## config.mk

```make
export PLATFORM = sky130hd
export DESIGN_NAME = seven_segment_text_writer_core
export DESIGN_NICKNAME = d
export VERILOG_FILES = /design/src/hw/rtl/sstw_pkg.sv /design/src/hw/rtl/sstw_char_enc.sv /design/src/hw/rtl/seven_segment_text_writer_core.sv
export SDC_FILE = /design/constraint.sdc
export NUM_CORES = 1
export LEC_CHECK = 0
export BUFFER_PORTS_ARGS = -buffer_cell sky130_fd_sc_hd__buf_2
export CORE_ASPECT_RATIO = 1.75
export CORE_UTILIZATION = 57
export CTS_CLUSTER_SIZE = 28
export DETAILED_ROUTE_END_ITERATION = 6
export PLACE_DENSITY_LB_ADDON = 0.2
export SYNTH_ARGS = -nofsm -noshare
export SYNTH_HDL_FRONTEND = slang
export SYNTH_SLANG_ARGS = --single-unit
```

## constraint.sdc

```tcl
create_clock -name i_clk -period 3.2 [get_ports i_clk]
set_clock_uncertainty 0.2 [all_clocks]
set_input_delay 0.32 -clock i_clk [delete_from_list [all_inputs] [get_ports i_clk]]
set_output_delay 0.32 -clock i_clk [all_outputs]
set_load 0.02 [all_outputs]
```

## src/hw/rtl/sstw_pkg.sv

```systemverilog
`default_nettype none

package sstw_pkg;

    localparam logic [1:0] ACT_CHAR = 2'd0;
    localparam logic [1:0] ACT_END  = 2'd1;
    localparam logic [1:0] ACT_RAW  = 2'd2;

    localparam logic [7:0] CODE_B_MODE = 8'hFF;
    localparam logic [7:0] DP_BIT      = 8'h80;
    localparam logic [7:0] BLANK_CODE_B = 8'h0F;
    localparam logic [7:0] BLANK_SEG    = 8'h00;
    localparam logic [7:0] CHAR_DOT     = 8'h2E;

    localparam int ADDR_W = 4;
    localparam int DATA_W = 8;

    typedef logic [ADDR_W-1:0] t_addr;
    typedef logic [DATA_W-1:0] t_byte;

    function automatic t_byte to_code_b(input t_byte c);
        t_byte v;
        if (c >= "0" && c <= "9") begin
            v = c - "0";
        end else begin
            case (c)
                "-":      v = 8'd10;
                "E", "e": v = 8'd11;
                "H", "h": v = 8'd12;
                "L", "l": v = 8'd13;
                "P", "p": v = 8'd14;
                default:  v = 8'd15;
            endcase
        end
        return v;
    endfunction

    function automatic t_byte to_segments(input t_byte c);
        t_byte v;
        case (c)
            "0": v = 8'h3F;
            "1": v = 8'h06;
            "2": v = 8'h5B;
            "3": v = 8'h4F;
            "4": v = 8'h66;
            "5": v = 8'h6D;
            "6": v = 8'h7D;
            "7": v = 8'h07;
            "8": v = 8'h7F;
            "9": v = 8'h6F;
            "A", "a": v = 8'h77;
            "B", "b": v = 8'h7C;
            "C", "c": v = 8'h39;
            "D", "d": v = 8'h5E;
            "E", "e": v = 8'h79;
            "F", "f": v = 8'h71;
            "G", "g": v = 8'h3D;
            "H", "h": v = 8'h76;
            "I", "i": v = 8'h06;
            "J", "j": v = 8'h0E;
            "L", "l": v = 8'h38;
            "N", "n": v = 8'h54;
            "O", "o": v = 8'h3F;
            "P", "p": v = 8'h73;
            "R", "r": v = 8'h50;
            "S", "s": v = 8'h6D;
            "T", "t": v = 8'h78;
            "U", "u": v = 8'h3E;
            "Y", "y": v = 8'h6E;
            "-": v = 8'h40;
            "_": v = 8'h08;
            "=": v = 8'h48;
            ".": v = 8'h80;
            default: v = 8'h00;
        endcase
        return v;
    endfunction

endpackage

`default_nettype wire

```

## src/hw/rtl/sstw_char_enc.sv

```systemverilog
`default_nettype none

module sstw_char_enc (
    input  var sstw_pkg::t_byte i_char,
    input  var logic            i_dp,
    input  var sstw_pkg::t_byte i_mode,
    output var sstw_pkg::t_byte o_data
);
    import sstw_pkg::*;

    t_byte w_base;

    always_comb begin
        w_base = (i_mode == CODE_B_MODE) ? to_code_b(i_char) : to_segments(i_char);
        o_data = i_dp ? (w_base | DP_BIT) : w_base;
    end

endmodule

`default_nettype wire

```

## src/hw/rtl/seven_segment_text_writer_core.sv

```systemverilog
// path: an input transaction loads the job register, which feeds the output register
// throughput: one write per cycle unless the output stalls; an item causing a single
// write is taken every cycle, a string start or empty string emits DIGIT_COUNT blank
// writes from a counter and holds off input until the last moves to the output register
// reset (synchronous, active low): decode mode 0xFF, no string open, no held
// character, position 1, job and output registers empty
`default_nettype none

module seven_segment_text_writer_core #(
    parameter int DIGIT_COUNT = 5
) (
    input  var logic        i_clk,
    input  var logic        i_rst_n,
    input  var logic        i_s_axis_tvalid,
    output var logic        o_s_axis_tready,
    input  var logic [23:0] i_s_axis_tdata,   // char_code[7:0], digit[10:8], pattern[18:11]
    input  var logic [1:0]  i_s_axis_tuser,   // action[1:0]
    output var logic        o_m_axis_tvalid,
    input  var logic        i_m_axis_tready,
    output var logic [15:0] o_m_axis_tdata,   // reg_addr[3:0], reg_data[11:4]
    output var logic        o_m_axis_tlast,
    input  var logic        i_cfg_valid,
    output var logic        o_cfg_ready,
    input  var logic [7:0]  i_cfg_data
);
    import sstw_pkg::*;

    localparam int PW = $clog2(DIGIT_COUNT + 2);
    localparam logic [PW-1:0] POS_ONE  = PW'(1);
    localparam logic [PW-1:0] POS_LAST = PW'(DIGIT_COUNT);

    // input fields
    logic [1:0] w_action;
    t_byte      w_char;
    logic [2:0] w_digit;
    t_byte      w_pattern;

    assign w_action  = i_s_axis_tuser;
    assign w_char    = i_s_axis_tdata[7:0];
    assign w_digit   = i_s_axis_tdata[10:8];
    assign w_pattern = i_s_axis_tdata[18:11];

    // state
    t_byte         r_mode;
    logic          r_in_string, n_in_string;
    logic          r_held_valid, n_held_valid;
    t_byte         r_held_char, n_held_char;
    logic [PW-1:0] r_pos, n_pos;

    // job register
    logic          r_job_valid;
    logic          r_job_burst;
    t_addr         r_job_addr;
    t_byte         r_job_data;
    logic [PW-1:0] r_job_cnt;

    // output register
    logic  r_out_valid;
    t_addr r_out_addr;
    t_byte r_out_data;
    logic  r_out_last;

    logic  w_accept;
    logic  w_has_write;
    logic  w_burst;
    t_addr w_addr;
    t_byte w_data;
    logic  w_dp;
    t_byte w_held_enc;
    logic  w_pos_ok;
    logic  w_out_free;
    logic  w_step;
    logic  w_job_done;
    t_byte w_blank;

    sstw_char_enc u_enc (
        .i_char (r_held_char),
        .i_dp   (w_dp),
        .i_mode (r_mode),
        .o_data (w_held_enc)
    );

    assign o_cfg_ready = 1'b1;

    assign w_out_free = !r_out_valid || i_m_axis_tready;
    assign w_step     = r_job_valid && w_out_free;
    assign w_job_done = w_step && (!r_job_burst || r_job_cnt == POS_LAST);
    assign o_s_axis_tready = !r_job_valid || w_job_done;
    assign w_accept   = i_s_axis_tvalid && o_s_axis_tready;
    assign w_pos_ok   = r_pos <= POS_LAST;
    assign w_blank    = (r_mode == CODE_B_MODE) ? BLANK_CODE_B : BLANK_SEG;

    always_comb begin
        n_in_string  = r_in_string;
        n_held_valid = r_held_valid;
        n_held_char  = r_held_char;
        n_pos        = r_pos;
        w_has_write  = 1'b0;
        w_burst      = 1'b0;
        w_dp         = 1'b0;
        w_addr       = ADDR_W'(r_pos) + t_addr'(1);
        w_data       = w_held_enc;
        case (w_action)
            ACT_CHAR: begin
                if (!r_in_string) begin
                    w_has_write  = 1'b1;
                    w_burst      = 1'b1;
                    n_in_string  = 1'b1;
                    n_held_valid = 1'b1;
                    n_held_char  = w_char;
                    n_pos        = POS_ONE;
                end else if (r_held_valid) begin
                    w_dp        = (w_char == CHAR_DOT);
                    w_has_write = w_pos_ok;
                    if (w_pos_ok) begin
                        n_pos = r_pos + POS_ONE;
                    end
                    // a dot is folded into the held character
                    if (w_dp) begin
                        n_held_valid = 1'b0;
                    end else begin
                        n_held_char = w_char;
                    end
                end else begin
                    n_held_char  = w_char;
                    n_held_valid = 1'b1;
                end
            end
            ACT_END: begin
                if (!r_in_string) begin
                    w_has_write = 1'b1;
                    w_burst     = 1'b1;
                end else if (r_held_valid) begin
                    w_has_write = w_pos_ok;
                end
                n_in_string  = 1'b0;
                n_held_valid = 1'b0;
                n_pos        = POS_ONE;
            end
            ACT_RAW: begin
                w_has_write = (w_digit >= 3'd1) && (32'(w_digit) <= DIGIT_COUNT);
                w_addr      = ADDR_W'(w_digit) + t_addr'(1);
                w_data      = w_pattern;
            end
            default: begin
                w_has_write = 1'b0;
            end
        endcase
    end

    always_ff @(posedge i_clk) begin
        if (!i_rst_n) begin
            r_mode       <= CODE_B_MODE;
            r_in_string  <= 1'b0;
            r_held_valid <= 1'b0;
            r_held_char  <= '0;
            r_pos        <= POS_ONE;
        end else begin
            if (i_cfg_valid) begin
                r_mode <= i_cfg_data;
            end
            if (w_accept) begin
                r_in_string  <= n_in_string;
                r_held_valid <= n_held_valid;
                r_held_char  <= n_held_char;
                r_pos        <= n_pos;
            end
        end
    end

    // job register: one pending write or a blanking burst
    always_ff @(posedge i_clk) begin
        if (!i_rst_n) begin
            r_job_valid <= 1'b0;
        end else if (w_accept && w_has_write) begin
            r_job_valid <= 1'b1;
        end else if (w_job_done) begin
            r_job_valid <= 1'b0;
        end
    end

    always_ff @(posedge i_clk) begin
        if (w_accept && w_has_write) begin
            r_job_burst <= w_burst;
            r_job_addr  <= w_addr;
            r_job_data  <= w_data;
            r_job_cnt   <= POS_ONE;
        end else if (w_step && r_job_burst) begin
            r_job_cnt <= r_job_cnt + POS_ONE;
        end
    end

    always_ff @(posedge i_clk) begin
        if (!i_rst_n) begin
            r_out_valid <= 1'b0;
        end else if (w_step) begin
            r_out_valid <= 1'b1;
        end else if (i_m_axis_tready) begin
            r_out_valid <= 1'b0;
        end
    end

    always_ff @(posedge i_clk) begin
        if (w_step) begin
            if (r_job_burst) begin
                r_out_addr <= ADDR_W'(r_job_cnt) + t_addr'(1);
                r_out_data <= w_blank;
                r_out_last <= (r_job_cnt == POS_LAST);
            end else begin
                r_out_addr <= r_job_addr;
                r_out_data <= r_job_data;
                r_out_last <= 1'b1;
            end
        end
    end

    assign o_m_axis_tvalid = r_out_valid;
    assign o_m_axis_tdata  = {4'd0, r_out_data, r_out_addr};
    assign o_m_axis_tlast  = r_out_last;

endmodule

`default_nettype wire

```

==> results of run 1 <==
==> kinds of logic after synthesis <==
logic type      count (synthesis)
other cells                     2
compound gates                 96
fa+ha+maj                      15
flops                          60
simple gates                  141
buf+inv                        50
xor+xnor                        8
mux                            24
==> timing repair <==
| action | 4_1_cts | 5_1_grt |
|---|---|---|
| hold buffers | 7 | 0 |
| setup endpoints to repair | 0 | 0 |
| endpoints found under the hold margin | 7 | 0 |
| resized for setup | 0 | 0 |
==> worst min-delay path, delay by kind of cell <==
kind,cells,cell delay [ps]
buffers and inverters,1,90
muxes,1,70
and+or+nand+nor,1,60
==> per-layer routing <==
layer | vias to the layer above | wire (um) | share of wire, % | track usage, %
met5 | - | 0 | 0 | 0
met4 | 0 | 389 | 4.5 | 18.4
met3 | 27 | 301 | 3.5 | 4.98
met2 | 105 | 4850 | 56 | 51.7
met1 | 1443 | 3060 | 36 | 25.3
li1 | 1510 | - | - | -
==> worst paths after layout <==
kind | cells past startpoint | slack (ps) | end | start
worst max-delay path | 11 | 190 | flop | r_job_cnt[0]
worst min-delay path | 3 | 20 | r_mode[3] | i_cfg_data[3]
worst max register to register | 11 | 190 | flop | r_job_cnt[0]
worst min register to register | 2 | 290 | r_mode[6] | r_mode[6]
==> synth_stat cells, drive strengths merged (3+ instances only) <==
master	instances	area share, %
nand4	5	1.3
mux2i	18	5.2
buf	14	2.9
inv	27	2.8
o22ai	4	0.69
nand2	46	5.0
o221ai	3	0.73
nand3	12	1.7
mux2	6	2.1
nand2b	6	1.0
edfxtp	26	22
a21oi	22	3.0
nor2	35	3.6
nor2b	7	1.2
nor3	3	0.42
a31oi	7	2.0
nor3b	5	1.0
o311ai	3	0.73
o21ai	32	4.7
dfxtp	34	19
clkbuf	9	0.93
xnor2	6	1.5
and2	4	0.69
a22oi	6	1.2
ha	15	5.2
a211oi	4	0.83
==> metrics by stage <==
step	setup slack, ps	power, uW	cells	utilization, %	hold WS (ps)
finish	190	1890	536	67.7	17.1
global route	7.28	1980	536	67.7	17.0
CTS	206	1900	536	67.7	5.65
detailed placement	242	1170	513	63.0	267
global placement	273	1160	513	63.0	258
floorplan	146	1090	399	-	216
==> power groups by stage <==
stage	Clock [uW]	Sequential (uW)	Combinational [uW]
3_5_place_dp	0	894	273
2_1_floorplan	0	897	190
5_1_grt	789	882	311
6_report	734	877	283
3_3_place_gp	0	892	266
4_1_cts	744	877	282
==> layout make-up <==
class | instances | area, um2 | area share [%]
clock inverter | 6 | 70.1 | 1.68
sequential | 60 | 1460 | 34.9
timing repair buffer | 64 | 378 | 9.03
clock buffer | 10 | 149 | 3.56
inverter | 27 | 101 | 2.42
multi-input combinational | 289 | 1920 | 46.0
tap | 80 | 100 | 2.39
==> run_results.csv, run 1 <==
group,metric,value,unit
yosys,netlist_area,3610,um2
yosys,yosysWarnings,0,
route,first_pass_iters,7,
placement,post_dp_cell_area,3890,um2
cts,clock_path_buffers,2,
layout,drive_gt1_share,21.3,%
timing,final.setup.tns,0,ps
placement,place_congestion,0.972,
yosys,synth_xor_area_share,1.94,%
worst_setup_path,cp_max_fo,12,
cts,cts_made_buffers,9,
layout,n_antenna_cell,0,
route,totalWireLength,8600,um
power_and_ir_drop,power_switching_share,27.4,%
floorplan,dieWidth,62.2,um
worst_setup_path,slowest_stage,"dfxtp_1",
floorplan,rows,38,
power_and_ir_drop,power_frac_seq,46.3,%
power_and_ir_drop,leakage,0.00177,uW
route,drc_errors,1,
timing,setup_viol,0,
layout,fin_nets,505,
route,postRouteAntennaNets,0,
global_route,grt_overflow,0,
timing,rsz0062_at_grt,"false",
timing,period_needed,3010,ps
route,dr_total_vias,3085,
route,routed_via_density,5.76,
cts,cts_sinks,60,
yosys,synth_top_family_by_area,"simple AND/OR/NAND/NOR gates",
floorplan,core_area,6180,um2
yosys,synthMuxAreaShare,7.27,%
worst_setup_path,crit_family,"compound AO/OA/AOI/OAI gates",
yosys,synth_compound_area_share,18.1,%
floorplan,pin_count,59,
timing,fmax,332,MHz
timing,slew_headroom,57.2,%
worst_setup_path,required,3260,ps
timing,min_period_over_period,94.1,%
worst_setup_path,endpoint_kind,"flop",
yosys,synthSimpleGateAreaFrac,20.2,%
power_and_ir_drop,vdd_ir_drop_max,0.000233,V
worst_setup_path,cp-start-kind,"flop",
power_and_ir_drop,intPower,1380,uW
yosys,ys_seq_area_share,40.4,%
route,wl_per_cell,16.0,um
yosys,synth-main-ff-cell,"dfxtp_1",
power_and_ir_drop,power_density,453,nW/um2
yosys,postSynthCellCount,396,
placement,hpwl,6480,um
global_route,grt_max_degree,21,
floorplan,start_util,58.5,%
yosys,synth_edf_count,26,
layout,layout_commonest_cell,"buf_2",
power_and_ir_drop,combinationalPowerShare,15.0,%
floorplan,die-area,6670,um2
worst_setup_path,crit_chain,"ha_1, a21boi_2, o21ai_4, nand4_4, o21ai_1, inv_1, ha_1, mux2_4, o221ai_1, nand3_1, o21ai_1",
cts,clkTransAtPathRegs,80,ps
outcome,status,"finished, violations left",
route,first_iter_violations,187,
cts,clock_latency,340,ps
outcome,violations,"DRC",
layout,final_cell_mix,"48 x buf_2, 45 x nand2_1, 35 x nor2_1",
floorplan,dieHeight,107,um
cts,cts_setup_buffers,0,
global_route,grt_pass1_wl,13800,um
power_and_ir_drop,p_clk_share,38.7,%
timing,finalHoldViolCount,0,
worst_setup_path,crit_buf_inv,1,
layout,area_growth,15.8,%
placement,io_buffers,48,
cts,cts_tree,"built",
worst_setup_path,worstSetupPathType,"reg2reg",
worst_setup_path,crit_arrival,3070,ps
hold_path,hold_class,"in2reg",
global_route,antenna_found_initial,0,
timing,drv_slew,0,
cts,h-tree-depth,3,
worst_setup_path,slowest_delay,430,ps
timing,worst_slew_pin_slew,641,ps
global_route,track_usage,27.0,%
global_route,first_global_vias,2979,
power_and_ir_drop,p_sw,519,uW
layout,fillerInstances,529,
yosys,async_reset_ff_share,0,%
yosys,synth_fa_ha_area_share,5.19,%
job,cap_violations,0,
cts,root_buffer,"clkbuf_8",
yosys,synth_area_per_cell,9.12,um2
yosys,synth-seq-cells,60,
yosys,synth.distinct_cells,65,
layout,final_area,4180,um2
No activity file was read; power rests on OpenSTA's default activity.
==> inputs of run 2 (changes only) <==
Settings changed: CORE_UTILIZATION 57 to 45.
Clock period 3.2 ns to 3.4 ns, I/O delays scaled along.
==> run_results.csv, run 2 (synthesized netlist as in run 1, its figures left out) <==
group,metric,value,unit
outcome,status,"completed",
worst_setup_path,ff2ff_setup_slack,250,ps
worst_setup_path,cp_max_fo,9,
route,first_pass_iters,4,
worst_setup_path,crit_arrival,3080,ps
floorplan,rows,42,
route,first_iter_violations,144,
cts,cts_sinks,60,
worst_setup_path,crit_start,"r_job_cnt[0]",
route,routed_via_density,5.62,
placement,hpwl,6810,um
cts,cts_setup_buffers,0,
floorplan,start_util,47.1,%
worst_setup_path,worstSetupPathType,"reg2reg",
timing,drv_slew,0,
timing,min_period_over_period,92.6,%
placement,place_congestion,0.933,
hold_path,hold_path_end,"r_mode[3]",
cts,clkTransAtPathRegs,50,ps
route,postRouteAntennaNets,0,
worst_setup_path,required,3330,ps
placement,post_dp_cell_area,3900,um2
layout,fillerInstances,727,
hold_path,hold_start,"i_cfg_data[3]",
global_route,track_usage,21.6,%
timing,rsz0062_at_grt,"false",
floorplan,dieHeight,121,um
layout,n_antenna_cell,0,
floorplan,dieWidth,69.7,um
layout,fin_nets,498,
global_route,grt_max_degree,27,
global_route,grt_pass1_wl,14000,um
worst_setup_path,r2r_cells,12,
floorplan,pin_count,59,
floorplan,die-area,8410,um2
layout,drive_gt1_share,21.4,%
worst_setup_path,cp-start-kind,"flop",
layout,multi_input_area,1930,um2
cts,h-tree-depth,3,
layout,final_cell_mix,"48 x buf_2, 45 x nand2_1, 35 x nor2_1",
hold_path,hold_depth,3,
global_route,antenna_found_initial,0,
timing,setup_viol,0,
cts,hold_buffers,0,
layout,area_growth,15.4,%
cts,clock_latency,320,ps
layout,layout_commonest_cell,"buf_2",
timing,fmax,317,MHz
global_route,first_global_vias,2981,
job,cap_violations,0,
hold_path,hold_class,"in2reg",
timing,finalHoldViolCount,0,
route,dr_total_vias,3018,
cts,root_buffer,"clkbuf_16",
route,wl_per_cell,16.0,um
worst_setup_path,worstReg2RegStart,"r_job_cnt[0]",
power_and_ir_drop,leakage,0.00176,uW
timing,final.setup.tns,0,ps
timing,period_needed,3150,ps
layout,fin_util,54.3,%
floorplan,core_area,7670,um2
layout,final_area,4170,um2
placement,io_buffers,48,
timing,slew_headroom,61.6,%
cts,cts_tree,"built",
cts,clock_path_buffers,2,
global_route,grt_overflow,0,
cts,cts_made_buffers,9,
power_and_ir_drop,vdd_ir_drop_max,0.000242,V
power_and_ir_drop,total_power,1860,uW
route,totalWireLength,8580,um
route,drc_errors,0,
layout,seqCellArea,1460,um2
timing,worst_slew_pin_slew,577,ps
worst_setup_path,endpoint_kind,"flop",
power_and_ir_drop,power_density,447,nW/um2
## run 2: changes by cell type in the layout (fill, tap and decap cells not counted), moves of 2 or more
cell,previous run,this run
clkbuf_1,0,2
clkbuf_16,1,9
clkbuf_8,9,0
clkinv_2,1,3
clkinv_4,3,0
clkinvlp_4,0,2
dlygate4sd3_1,7,0
## run 2: critical path, cell delays in order, from the launching register on
cell      delay, ps
dfxtp_1         420
ha_1            200
a21boi_2         80
o21ai_4         220
nand4_4         220
buf_4           240
o21ai_1         190
inv_1           150
ha_1            420
xnor2_1         190
nand2_1          70
o311ai_1         90
o221ai_1        270
## run 2: cell type report
class	count	area share, %
clock buffer	11	5.58
clock inverter	5	0.720
inverter	27	2.43
multi-input combinational	289	46.2
sequential	60	35.1
tap	88	2.64
timing repair buffer	57	7.38
## run 2: metrics by stage
| step | hold WS, ps | instances | setup slack [ps] |
|---|---|---|---|
| global placement | 255 | 521 | 208 |
| floorplan | 236 | 399 | 346 |
| global route | 37.9 | 537 | 23.9 |
| CTS | 23.2 | 537 | 179 |
| finish | 31.2 | 537 | 250 |
| detailed placement | 261 | 521 | 172 |
## run 2: power by group
part	switching (uW)	leakage (uW)	internal, uW
sequential	27.1	0.000523	801
combinational	152	0.00111	102
clock	294	0.000125	488
## run 2: worst max path at each step
stage                 to  slack (ps)
floorplan           flop         350
finish              flop         250
global route        flop          20
global placement    flop         210
CTS                 flop         180
detailed placement  flop         170
## run 2: per-layer routing
layer / vias up / share of wire (%) / GRT usage, %
li1: 1505 / - / -
met1: 1400 / 37 / 20.2
met2: 81 / 54 / 40.8
met3: 32 / 3.4 / 4.08
met4: 0 / 5.7 / 15.6
met5: - / 0 / 0
## run 2: what timing repair did
| item | in CTS | in global routing |
|---|---|---|
| endpoints found under the hold margin | 0 | 0 |
| gates resized for setup | 0 | 1 |
| setup endpoints to repair | 0 | 3 |
==> inputs of run 3 (changes only) <==
Settings changed: CELL_PAD_IN_SITES_DETAIL_PLACEMENT set to 0, CELL_PAD_IN_SITES_GLOBAL_PLACEMENT set to 2, CORE_UTILIZATION 45 to 35.
==> run_results.csv, run 3 (synthesized netlist as in run 1, its figures left out) <==
group,metric,value,unit
timing,min_period_over_period,90.8,%
layout,fin_nets,499,
global_route,grt_pass1_wl,14600,um
route,first_pass_iters,4,
floorplan,die-area,10800,um2
layout,drive_gt1_share,21.6,%
layout,n_antenna_cell,0,
power_and_ir_drop,vdd_ir_drop_max,0.000317,V
global_route,first_global_vias,2912,
route,drc_errors,0,
global_route,grt_max_degree,33,
timing,postLayoutSetupSlackWorst,314,ps
placement,post_dp_cell_area,3960,um2
timing,slew_headroom,59.4,%
hold_path,hold_depth,3,
cts,h-tree-depth,3,
layout,fillerInstances,1032,
placement,io_buffers,48,
route,totalWireLength,9280,um
timing,final.setup.tns,0,ps
cts,clkTransAtPathRegs,50,ps
timing,worst_slew_pin_slew,607,ps
cts,cts.repair.resized,0,
power_and_ir_drop,p_sw,506,uW
floorplan,rows,48,
cts,clock_path_buffers,2,
power_and_ir_drop,power_frac_seq,41.0,%
job,cap_violations,0,
layout,final_area,4270,um2
timing,fmax,324,MHz
worst_setup_path,worstSetupPathType,"reg2reg",
route,postRouteAntennaNets,0,
floorplan,pin_count,59,
floorplan,dieWidth,78.8,um
global_route,antenna_found_initial,0,
floorplan,core_area,9970,um2
cts,cts_made_buffers,9,
cts,cts_sinks,60,
cts,hold_buffers,0,
cts,cts_tree,"built",
layout,final_cell_mix,"48 x buf_2, 45 x nand2_1, 35 x nor2_1",
worst_setup_path,endpoint_kind,"flop",
power_and_ir_drop,leakage,0.00178,uW
cts,clock_latency,330,ps
worst_setup_path,cp_max_fo,11,
floorplan,dieHeight,136,um
route,first_iter_violations,186,
timing,finalHoldViolCount,0,
route,routed_via_density,5.21,
global_route,track_usage,18.3,%
route,wl_per_cell,16.1,um
cts,root_buffer,"clkbuf_16",
layout,area_growth,18.2,%
power_and_ir_drop,power_density,473,nW/um2
worst_setup_path,cp-start-kind,"flop",
global_route,grt_overflow,0,
power_and_ir_drop,combinationalPowerShare,12.9,%
timing,rsz0062_at_grt,"false",
power_and_ir_drop,p_clk_share,46.1,%
placement,place_congestion,0.900,
timing,setup_viol,0,
route,dr_total_vias,2998,
power_and_ir_drop,power_switching_share,25.1,%
cts,cts_setup_buffers,0,
worst_setup_path,crit_arrival,3090,ps
floorplan,start_util,36.2,%
placement,dp_slack,330,ps
hold_path,hold_class,"in2reg",
timing,drv_slew,0,
layout,layout_commonest_cell,"buf_2",
placement,hpwl,7260,um
outcome,status,"completed",
timing,period_needed,3090,ps
worst_setup_path,required,3410,ps
worst_setup_path,r2r_cells,12,
power_and_ir_drop,intPower,1510,uW
[run 3: path summary, 6_finish.rpt]
check | start | end | slack (ps)
worst max register to register | r_job_cnt[0] | flop | 310
worst max-delay path | r_job_cnt[0] | flop | 310
worst min register to register | r_mode[4] | r_mode[4] | 270
worst min-delay path | i_cfg_data[7] | r_mode[7] | 20
[run 3: cell type report]
| cell class | count | area, um2 | area share (%) |
|---|---|---|---|
| Clock buffer | 11 | 254 | 5.95 |
| Clock inverter | 5 | 58.8 | 1.38 |
| Inverter | 27 | 101 | 2.37 |
| Multi-Input combinational cell | 289 | 1920 | 45.0 |
| Sequential cell | 60 | 1460 | 34.2 |
| Tap cell | 125 | 156 | 3.66 |
| Timing Repair Buffer | 58 | 315 | 7.38 |
[run 3: power by group through the flow]
stage / sequential (uW) / combinational, uW / clock (uW)
2_1_floorplan: 845 / 179 / 0
3_3_place_gp: 841 / 262 / 0
3_5_place_dp: 842 / 264 / 0
4_1_cts: 828 / 265 / 951
5_1_grt: 832 / 290 / 993
6_report: 828 / 261 / 932
[run 3: per-stage QoR]
stage	util, %	power [uW]	cells	hold WS (ps)
after floorplan	-	1020	399	236
after global placement	39.7	1100	559	258
after detailed placement	39.7	1110	559	259
after CTS	42.8	2040	575	12.3
after global routing	42.8	2120	575	25.5
final	42.8	2020	575	21.6
[run 3: metal layers]
metal	part of all wire [%]	up-vias	global-route usage, %	wire [um]
li1	-	1492	-	-
met2	55	77	34.0	5070
met1	39	1405	18.3	3580
met4	4.2	0	11.2	389
met3	2.6	24	3.76	241
met5	0	-	0	0
[run 3: critical path: stages (launching register included)]
cell	delay (ps)
dfxtp_1	420
ha_1	200
a21boi_2	80
o21ai_4	220
nand4_4	220
mux2i_1	180
nand2b_1	280
inv_1	160
ha_1	260
nor2_1	300
o32ai_2	140
a31oi_1	210
o211ai_2	90
